[config.mk]
export PLATFORM = sky130hd
export DESIGN_NAME = isw_ctrl
export DESIGN_NICKNAME = d
export VERILOG_FILES = /design/src/hw/rtl/isw_pkg.sv /design/src/hw/rtl/isw_ctrl.sv
export SDC_FILE = /design/constraint.sdc
export NUM_CORES = 1
export LEC_CHECK = 0
export BUFFER_PORTS_ARGS = -buffer_cell sky130_fd_sc_hd__buf_2
export CORE_AREA = 2 2 39 41
export CTS_CLUSTER_SIZE = 8
export DETAILED_ROUTE_END_ITERATION = 8
export DIE_AREA = 0 0 41 43
export PLACE_DENSITY_LB_ADDON = 0.05
export SYNTH_ARGS = -nofsm -noshare
export SYNTH_HDL_FRONTEND = slang
export SYNTH_SLANG_ARGS = --single-unit
[constraint.sdc]
create_clock -name clock -period 2.9 [get_ports clock]
set_input_delay 0.58 -clock clock [delete_from_list [all_inputs] [get_ports clock]]
set_output_delay 0.58 -clock clock [all_outputs]
set_load 0.005 [all_outputs]
[src/hw/rtl/isw_pkg.sv]
// Shared types and constants for the IMU sliding-window average block.
// No dependencies; every other file in hw/rtl imports this package.
package isw_pkg;

   // Field widths of the sample and result beats.
   localparam int SAMPLE_W     = 16;
   localparam int ACCEL_MEAN_W = 16;
   localparam int RATE_MEAN_W  = 26;

   // A truncated window mean of 16-bit samples has a magnitude of at most 2^15.
   localparam int QUO_W = 16;

   // Gyro means are scaled by this factor to give deg/s in Q14.
   localparam int RATE_SCALE = 1000;
   localparam int ACCEL_SCALE = 1;

   // Register stages from the accepted beat to the result register.
   localparam int NUM_STAGES = 5;

   typedef logic signed [SAMPLE_W-1:0]    sample_type;
   typedef logic signed [RATE_MEAN_W-1:0] lane_mean_type;

   // Pipeline control broadcast from the control unit to every lane.
   typedef struct packed {
      logic                  take;  // a sample beat is accepted this cycle
      logic [NUM_STAGES-1:0] en;    // stage k loads when en[k] is high
   } pipe_ctrl_type;

endpackage

[src/hw/rtl/isw_ctrl.sv]
// Pipeline control: per-stage valid bits and bubble-collapsing load enables.
// Depends on isw_pkg.
module isw_ctrl (
   input  logic                  clock,
   input  logic                  reset,
   input  logic                  req_valid,
   input  logic                  rsp_ready,
   output logic                  req_ready,
   output logic                  rsp_valid,
   output isw_pkg::pipe_ctrl_type ctrl
);
   import isw_pkg::*;

   logic [NUM_STAGES-1:0] vld_ff;
   logic [NUM_STAGES-1:0] vld_in;
   logic [NUM_STAGES-1:0] en;
   logic                  take;

   // A stage may load when it is empty or when its content moves on.
   always_comb begin
      en[NUM_STAGES-1] = !vld_ff[NUM_STAGES-1] || rsp_ready;
      for (int k = NUM_STAGES - 2; k >= 0; k--) begin
         en[k] = !vld_ff[k] || en[k+1];
      end
   end

   assign take = req_valid && en[0];

   always_comb begin
      vld_in[0] = en[0] ? take : vld_ff[0];
      for (int k = 1; k < NUM_STAGES; k++) begin
         vld_in[k] = en[k] ? vld_ff[k-1] : vld_ff[k];
      end
   end

   always_ff @(posedge clock) begin
      if (reset) begin
         vld_ff <= '0;
      end else begin
         vld_ff <= vld_in;
      end
   end

   assign req_ready = en[0];
   assign rsp_valid = vld_ff[NUM_STAGES-1];
   assign ctrl.take = take;
   assign ctrl.en   = en;

endmodule

==> impl_metrics.env <==
export IMPL_grt_max_degree=8
export IMPL_first_pass_iters=2
export IMPL_initial_utilization_pct=16.27
export IMPL_cts_hold_buf=0
export IMPL_rsz0062_at_grt="no"
export IMPL_antenna_found_initial=0
export IMPL_ctsResizeCount=0
export IMPL_synth_cell_types=14
export IMPL_synthCells=25
export IMPL_overflow=0
export IMPL_switchingPower_uw=33.95
export IMPL_place_gp_congestion=0.5867
export IMPL_finalHoldViolations=0
export IMPL_clock_fmax_mhz=515.2
export IMPL_cts_tree="yes"
export IMPL_post_cts_setup_buffers=0
export IMPL_die_height_um=43
export IMPL_vias=207
export IMPL_path_clk_slew_ns=0.04
export IMPL_io_buffers=11
export IMPL_ys_ff_latch=5
export IMPL_postRouteAntennaNets=0
export IMPL_cts_sinks=5
export IMPL_fin_nets=43
export IMPL_final_cell_count_no_fill=54
export IMPL_peakVddDrop_mv=0.1849
export IMPL_setup_slack_ns=0.9591
export IMPL_cp_start_kind="input pin"
export IMPL_clock_power_share_pct=49.6
export IMPL_crit_fanout=5
export IMPL_fin_crit_ns=1.941
export IMPL_end_kind="primary output"
export IMPL_reg_top3="vld_ff: 5 flops"
export IMPL_grt_pass1_wl_um=800
export IMPL_skew_ns=0.001454
export IMPL_worst_setup_path_type="in2out"
export IMPL_grt_pass1_vias=187
export IMPL_clockRootBuffer="clkbuf_4"
export IMPL_place_inst=50
export IMPL_status="complete, no violations"
export IMPL_dieArea_um2=1763
export IMPL_syn_nets=29
export IMPL_core_area_um2=1384
export IMPL_numCtsBuffers=3
export IMPL_tns_ns=0
export IMPL_power_density_nw_per_um2=519.2
export IMPL_pre_cts_ws_ns=0.9557
export IMPL_setup_violations_final=0
export IMPL_worstMarginPinSlew_ns=0.1655
export IMPL_via_per_inst=3.833
export IMPL_wirelength_um=493
export IMPL_area_growth_pct=38.33
export IMPL_io_pin_count=12
export IMPL_largest_reg_flops=5
export IMPL_comb_power_share_pct=5.5
export IMPL_avgSynthCellArea_um2=9.009
export IMPL_leakagePower_uw=0.0001174
export IMPL_antenna_cells=0
export IMPL_drive_gt1_share_pct=47.37
export IMPL_drv_slew=0
export IMPL_drc=0
export IMPL_internal_power_uw=127.8
export IMPL_slew_headroom_pct=88.88
export IMPL_timing_final_crit_share_pct=66.93
export IMPL_whs_ns=0.4472
export IMPL_ys_warn_count=0
export IMPL_hp_class="reg2reg"
export IMPL_drt_iter0_drc=2
export IMPL_cts_max_path_buffers=2
export IMPL_maxCapViolations=0
export IMPL_synth_area_um2=225.2
export IMPL_die_w_um=41
export IMPL_rows=14
export IMPL_largest_register="vld_ff"
export IMPL_required_ns=2.32
export IMPL_worstPathArrival_ns=1.36
export IMPL_h_tree_depth=1
export IMPL_ys_seq_area_share_pct=44.44
export IMPL_wl_per_cell_um=9.130
export IMPL_switching_share_pct=20.99
export IMPL_seqPwrFrac_pct=44.9
export IMPL_groute_usage_overall_pct=7.430
export IMPL_worst_skew_pair_late_latency_ns=0.24
-- kinds of logic after synthesis --
| group | share of synthesized area, % |
|---|---|
| flip-flops | 44.45 |
| AND/OR/NAND/NOR | 23.33 |
| buffers and inverters | 13.33 |
| AO/OA/AOI/OAI | 18.89 |
-- path summary, 6_finish.rpt --
| kind | startpoint | to | slack (ns) | cells past startpoint |
|---|---|---|---|---|
| setup / recovery | rsp_ready | ctrl[5] | 0.96 | 5 |
| hold / removal | vld_ff[2] | vld_ff[3] | 0.45 | 2 |
| setup reg to reg | vld_ff[4] | vld_ff[0] | 1.93 | 3 |
| hold reg to reg | vld_ff[2] | vld_ff[3] | 0.45 | 2 |
-- cell usage in the layout, fill, tap and decap left out, drive strengths merged --
cell,synthesis,layout
dfxtp,5,5
or2b,1,1
o21a,1,1
nand3,1,1
nand3b,1,1
buf,2,11
nand2b,2,2
nand2,2,2
inv,4,4
a21oi,3,3
o31ai,2,2
and4b,1,1
clkbuf,0,4
-- worst max-delay path, cell delays in order --
cell and delay (ns):
buf_2 0.11, and4b_2 0.30, inv_2 0.07, o21a_1 0.18, buf_2 0.12
-- Yosys cell counts --
cell type / instances / area [um^2]
dfxtp_1: 5 / 100.1
or2b_2: 1 / 8.760
nand3_1: 1 / 5.000
and4b_2: 1 / 11.26
nand2_1: 2 / 7.510
o31ai_2: 1 / 12.51
a21oi_1: 3 / 15.01
o21a_1: 1 / 7.510
nand2b_1: 2 / 12.51
buf_4: 2 / 15.01
inv_1: 3 / 11.26
o31ai_1: 1 / 7.510
inv_2: 1 / 3.750
nand3b_1: 1 / 7.510
-- metrics by stage --
stage	total power (uW)	instance area, um^2	utilization, %
2_1_floorplan	78.61	225.2	-
3_3_place_gp	82.77	285.3	20.61
3_5_place_dp	82.96	285.3	20.61
4_1_cts	165.1	311.5	22.51
5_1_grt	174.4	311.5	22.51
6_report	161.8	311.5	22.51
-- routing by layer --
| metal | global-route usage (%) | wire length (um) | up-vias |
|---|---|---|---|
| met2 | 6.563 | 197 | 8 |
| met5 | 0 | 0 | - |
| met4 | 8.000 | 0 | 0 |
| met3 | 5.236 | 47 | 0 |
| li1 | - | - | 108 |
| met1 | 9.968 | 247 | 91 |
-- power by group through the flow --
stage / sequential (uW) / combinational [uW] / clock (uW)
finish: 72.6 / 8.93 / 80.2
detailed placement: 73.9 / 9.05 / 0
CTS: 72.6 / 9.13 / 83.4
global route: 72.8 / 9.87 / 91.7
global placement: 73.9 / 8.86 / 0
floorplan: 73.6 / 5.04 / 0
-- area by class of cell --
type / instances / area (um^2)
timing repair buffer: 11 / 55.05
tap: 16 / 20.02
multi-input combinational: 14 / 95.09
clock buffer: 4 / 26.28
sequential: 5 / 100.1
inverter: 4 / 15.01
fill: 154 / 1072
Note: power is estimated with default switching activity, not from simulation.
