$ cat config.mk
export PLATFORM = sky130hd
export DESIGN_NAME = isw_lane
export DESIGN_NICKNAME = d
export VERILOG_FILES = /design/src/hw/rtl/isw_pkg.sv /design/src/hw/rtl/isw_lane.sv
export SDC_FILE = /design/constraint.sdc
export NUM_CORES = 1
export LEC_CHECK = 0
export ABC_AREA = 1
export CAP_MARGIN = 20
export CORE_ASPECT_RATIO = 1.25
export CORE_MARGIN = 2
export CORE_UTILIZATION = 36
export DETAILED_ROUTE_END_ITERATION = 8
export DONT_BUFFER_PORTS = 1
export SYNTH_ARGS = -nofsm -noshare
export SYNTH_HDL_FRONTEND = slang
export SYNTH_SLANG_ARGS = --single-unit
$ cat constraint.sdc
create_clock -name clock -period 5.28 [get_ports clock]
set_input_delay 0.528 -clock clock [delete_from_list [all_inputs] [get_ports clock]]
set_output_delay 0.528 -clock clock [all_outputs]
set_load 0.05 [all_outputs]
$ cat src/hw/rtl/isw_pkg.sv
// Shared types and constants for the IMU sliding-window average block.
// No dependencies; every other file in hw/rtl imports this package.
package isw_pkg;

   // Field widths of the sample and result beats.
   localparam int SAMPLE_W     = 16;
   localparam int ACCEL_MEAN_W = 16;
   localparam int RATE_MEAN_W  = 26;

   // A truncated window mean of 16-bit samples has a magnitude of at most 2^15.
   localparam int QUO_W = 16;

   // Gyro means are scaled by this factor to give deg/s in Q14.
   localparam int RATE_SCALE = 1000;
   localparam int ACCEL_SCALE = 1;

   // Register stages from the accepted beat to the result register.
   localparam int NUM_STAGES = 5;

   typedef logic signed [SAMPLE_W-1:0]    sample_type;
   typedef logic signed [RATE_MEAN_W-1:0] lane_mean_type;

   // Pipeline control broadcast from the control unit to every lane.
   typedef struct packed {
      logic                  take;  // a sample beat is accepted this cycle
      logic [NUM_STAGES-1:0] en;    // stage k loads when en[k] is high
   } pipe_ctrl_type;

endpackage

$ cat src/hw/rtl/isw_lane.sv
// One axis of the filter: delay line, running sum, reciprocal division and scaling.
// Depends on isw_pkg; driven by the control struct from isw_ctrl.
module isw_lane #(
   parameter int WIN   = 5,
   parameter int SCALE = 1
) (
   input  logic                   clock,
   input  logic                   reset,
   input  isw_pkg::pipe_ctrl_type ctrl,
   input  isw_pkg::sample_type    sample,
   output isw_pkg::lane_mean_type mean
);
   import isw_pkg::*;

   localparam int LOG_W   = $clog2(WIN);
   localparam int SUM_W   = SAMPLE_W + LOG_W;
   localparam int SH      = SUM_W + LOG_W;
   localparam int RECIP_W = SH + 1;
   localparam longint unsigned RECIP_L =
      ((64'd1 << SH) + 64'(WIN) - 64'd1) / 64'(WIN);
   localparam logic [RECIP_W-1:0] RECIP = RECIP_W'(RECIP_L);
   localparam int PROD_W  = SUM_W + RECIP_W;
   localparam int SCL_W   = RATE_MEAN_W - 1;

   logic signed [SUM_W-1:0] run_ff;
   logic signed [SUM_W-1:0] run_in;
   logic signed [SUM_W-1:0] oldest;
   logic signed [SUM_W-1:0] sum_ff;
   logic signed [SUM_W-1:0] sum_in;
   logic [SUM_W-1:0]        mag_ff;
   logic [SUM_W-1:0]        mag_in;
   logic [PROD_W-1:0]       prod;
   logic [QUO_W-1:0]        quo_ff;
   logic [QUO_W-1:0]        quo_in;
   logic [SCL_W-1:0]        scl_ff;
   logic [SCL_W-1:0]        scl_in;
   logic [2:0]              neg_ff;
   logic                    neg_in;
   lane_mean_type           mean_ff;
   lane_mean_type           mean_in;

   // The delay line holds the previous WIN-1 samples; the newest sits at entry 0.
   if (WIN > 1) begin : g_hist
      sample_type hist_ff [WIN-1];

      always_ff @(posedge clock) begin
         if (reset) begin
            for (int i = 0; i < WIN - 1; i++) begin
               hist_ff[i] <= '0;
            end
         end else if (ctrl.take) begin
            hist_ff[0] <= sample;
            for (int i = 1; i < WIN - 1; i++) begin
               hist_ff[i] <= hist_ff[i-1];
            end
         end
      end

      assign oldest = SUM_W'(hist_ff[WIN-2]);
   end else begin : g_nohist
      assign oldest = '0;
   end

   // run_ff is the sum of the delay line; it stays zero for a window of one.
   assign run_in = (WIN > 1) ? (run_ff + SUM_W'(sample) - oldest) : '0;
   assign sum_in = run_ff + SUM_W'(sample);

   always_ff @(posedge clock) begin
      if (reset) begin
         run_ff <= '0;
      end else if (ctrl.take) begin
         run_ff <= run_in;
      end
   end

   // Divide the magnitude, so truncation goes toward zero once the sign returns.
   assign neg_in = sum_ff[SUM_W-1];
   assign mag_in = neg_in ? SUM_W'(-sum_ff) : SUM_W'(sum_ff);
   assign prod   = PROD_W'(mag_ff) * PROD_W'(RECIP);
   assign quo_in = prod[SH +: QUO_W];
   assign scl_in = SCL_W'(quo_ff) * SCL_W'(SCALE);
   assign mean_in = neg_ff[2] ? -$signed({1'b0, scl_ff}) : $signed({1'b0, scl_ff});

   always_ff @(posedge clock) begin
      if (ctrl.en[0]) begin
         sum_ff <= sum_in;
      end
      if (ctrl.en[1]) begin
         mag_ff    <= mag_in;
         neg_ff[0] <= neg_in;
      end
      if (ctrl.en[2]) begin
         quo_ff    <= quo_in;
         neg_ff[1] <= neg_ff[0];
      end
      if (ctrl.en[3]) begin
         scl_ff    <= scl_in;
         neg_ff[2] <= neg_ff[1];
      end
      if (ctrl.en[4]) begin
         mean_ff <= mean_in;
      end
   end

   assign mean = mean_ff;

endmodule

==> impl_metrics.env <==
export IMPL_status="completed"
export IMPL_rrSetupSlack_ns=0.16
export IMPL_htreeDepth=4
export IMPL_vias_per_cell=4.65
export IMPL_cap_violations=0
export IMPL_ios=50
export IMPL_period_minus_slack_ns=5.12
export IMPL_antenna_cells=0
export IMPL_met3_usage_pct=2.57
export IMPL_coreArea_um2=41800
export IMPL_clock_root_buffer="clkbuf_16"
export IMPL_die_h_um=233
export IMPL_drt_iter0_markers=368
export IMPL_cts_inserted_buffers=17
export IMPL_gr_total_overflow=0
export IMPL_portBuffers=0
export IMPL_maxSlewViolCount=0
export IMPL_final_core_util_pct=40.8
export IMPL_clkLatencyLatePin_ns=0.46
export IMPL_async_reset_ff_share_pct=0
export IMPL_setup_viol=0
export IMPL_area_growth_pct=12.5
export IMPL_layout_setup_ws_ns=0.161
export IMPL_avgRoutedWirePerCell_um=14.9
export IMPL_final_period_utilization_pct=96.9
export IMPL_reg2reg_depth=19
export IMPL_cp_start_kind="register"
export IMPL_netlist_instances=1635
export IMPL_worstSetupEndpointType="register"
export IMPL_drc=0
export IMPL_grt_busiest_layer="met2"
export IMPL_fmax_ghz=0.195
export IMPL_yosysWarnings=0
export IMPL_cp_depth=19
export IMPL_critical_path_class="register to register"
export IMPL_grt_start_max_net_pins=62
export IMPL_grt_pass1_vias=11322
export IMPL_grtUsageTotal_pct=16.0
export IMPL_firstDrtPassIters=5
export IMPL_clock_skew_ns=0.0149
export IMPL_row_count=84
export IMPL_drt_total_wl_mm=33.5
export IMPL_initial_core_util_pct=36.3
export IMPL_yosys_most_used_dff="edfxtp_1"
export IMPL_drive_above_1_share_pct=11.5
export IMPL_die_w_um=188
export IMPL_grt_first_pass_wirelength_mm=54.6
export IMPL_max_slew_margin_rel_pct=41.3
export IMPL_gp_congestion=0.981
export IMPL_clockBufferDepth=2
export IMPL_synth_cell_types=46
export IMPL_cp_slowest_cell="fa_1"
export IMPL_ant_nets=0
export IMPL_use_met1_pct=14.5
export IMPL_cts_tree="built"
export IMPL_hold_buffers=0
export IMPL_use_met2_pct=33.7
export IMPL_avgSynthCellArea_um2=9.27
export IMPL_hpwl_mm=28.2
export IMPL_slowest_delay_ns=0.57
export IMPL_crit_arrival_ns=5.32
export IMPL_synth_enable_flop_cells=162
export IMPL_place_ws_ns=-0.138
export IMPL_tightest_slew_ns=0.882
export IMPL_cp_top_family="adder cells"
export IMPL_path_cells="buf_4 -> ha_1 -> ha_1 -> inv_1 -> fa_1 -> inv_1 -> fa_1 -> inv_1 -> fa_1 -> fa_1 -> inv_1 -> ha_1 -> a21oi_1 -> o21ai_1 -> a21oi_1 -> nand2_2 -> nand2_1 -> nand2_1 -> xor2_1"
export IMPL_holdWs_ns=0.179
export IMPL_vias=10486
export IMPL_worst_path_buf_inv=5
export IMPL_die_area_um2=43800
export IMPL_rsz0062_at_grt="true"
export IMPL_hold_path_class="primary input to register"
export IMPL_required_ns=5.48
export IMPL_antenna_found_initial=0
export IMPL_syn_area_um2=15200
export IMPL_syn_nets=1950
export IMPL_final_hold_violation_count=0
export IMPL_min_path_cells=0
export IMPL_cts_sinks=181
export IMPL_synth_seq_cells=181
export IMPL_path_clk_slew_ns=0.07
export IMPL_final_nets=1996
export IMPL_cp_max_fo=4
export IMPL_seq_area_frac_synth_pct=34.6
metrics by stage:
stage          setup TNS, ns  cells  area, um2
4_1_cts                    0   2244      16700
2_1_floorplan              0   1635      15200
3_5_place_dp          -0.544   2211      16000
3_3_place_gp         -0.0713   2211      16000
6_report                   0   2253      17100
5_1_grt               -0.156   2253      17100
worst paths after layout:
| check | start | end |
|---|---|---|
| hold / removal | ctrl[0] | sum_ff[14] |
| hold reg to reg | neg_ff[1] | neg_ff[2] |
| setup reg to reg | mag_ff[14] | quo_ff[6] |
| setup / recovery | mag_ff[14] | quo_ff[6] |
state kept, by name, indices dropped and copies added (netlist names):
name,cells
run_ff,19
g_hist.hist_ff,64
quo_ff,16
neg_ff,3
mean,25
sum_ff,19
mag_ff,19
scl_ff,16
cell usage after synthesis (9+ instances only):
cell,number,area (um2)
xor2_1,45,394
edfxtp_1,162,4860
ha_1,174,2180
nand3_1,40,200
fa_1,117,2340
inv_1,412,1550
o21ai_1,10,50.1
xnor2_1,18,158
nand4_1,11,68.8
o21ai_0,43,215
nand2_1,203,762
a31oi_1,9,56.3
nor2_1,172,646
nor3_1,15,75.1
dfxtp_1,19,380
a21oi_1,77,385
o21ai_2,9,78.8
a21o_1,10,75.1
what timing repair did:
| item | CTS | global route |
|---|---|---|
| setup buffers | 1 | 9 |
| pin swaps | 2 | 29 |
| gates resized for setup | 8 | 78 |
| setup endpoints to repair | 8 | 16 |
area by class of cell:
class,count,area (um2)
clock buffers,19,433
clock inverters,13,170
fillers,4187,24800
inverters,418,1570
multi-input cells,1023,8640
flip-flops and latches,181,5250
well taps,559,699
repair buffers,40,300
logic make-up (layout without fill, tap and decap cells):
logic type / Yosys count / count (layout) / synth area share [%]
AND/OR/NAND/NOR: 474 / 474 / 13.4
adder cells (fa/ha/maj): 291 / 291 / 29.8
AO/OA/AOI/OAI: 195 / 195 / 7.81
buffers and inverters: 431 / 490 / 10.8
XOR/XNOR: 63 / 63 / 3.64
flip-flops: 181 / 181 / 34.6
layout by cell type (no fill, tap or decap), types with 8 or more instances in the layout:
cell       netlist  routed
inv_1          412     399
nor2_2           7      12
nand4_1         11      11
nand3_1         40      38
a31oi_1          9       8
a21oi_1         77      66
buf_4            1      40
inv_2            5      18
nand2_1        203     193
clkbuf_16        0      17
xnor2_1         18      18
nor3_1          15      14
a21oi_2          6      15
o21ai_1         10      13
a21o_1          10      10
dfxtp_1         19      19
o21ai_0         43      38
fa_1           117     114
nor2_1         172     164
edfxtp_1       162     162
nand2_2          7      17
ha_4             0      11
xor2_1          45      44
o21ai_2          9      10
ha_1           174     158
worst register-to-register path: stages, from the launching register on:
cell and delay [ns]:
edfxtp_1 0.46, buf_4 0.19, ha_1 0.43, ha_1 0.20, inv_1 0.05, fa_1 0.50
inv_1 0.07, fa_1 0.53, inv_1 0.05, fa_1 0.48, fa_1 0.57, inv_1 0.05
ha_1 0.35, a21oi_1 0.20, o21ai_1 0.15, a21oi_1 0.18, nand2_2 0.12, nand2_1 0.08
nand2_1 0.06, xor2_1 0.14
metal layers:
layer | vias up | wire length, um
met3 | 70 | 868
li1 | 5265 | -
met1 | 5000 | 12000
met4 | 0 | 1370
met5 | - | 0
met2 | 151 | 19300
Power is not shown: default switching activity piles up to over one toggle a cycle in this logic, so the estimate is an artifact.
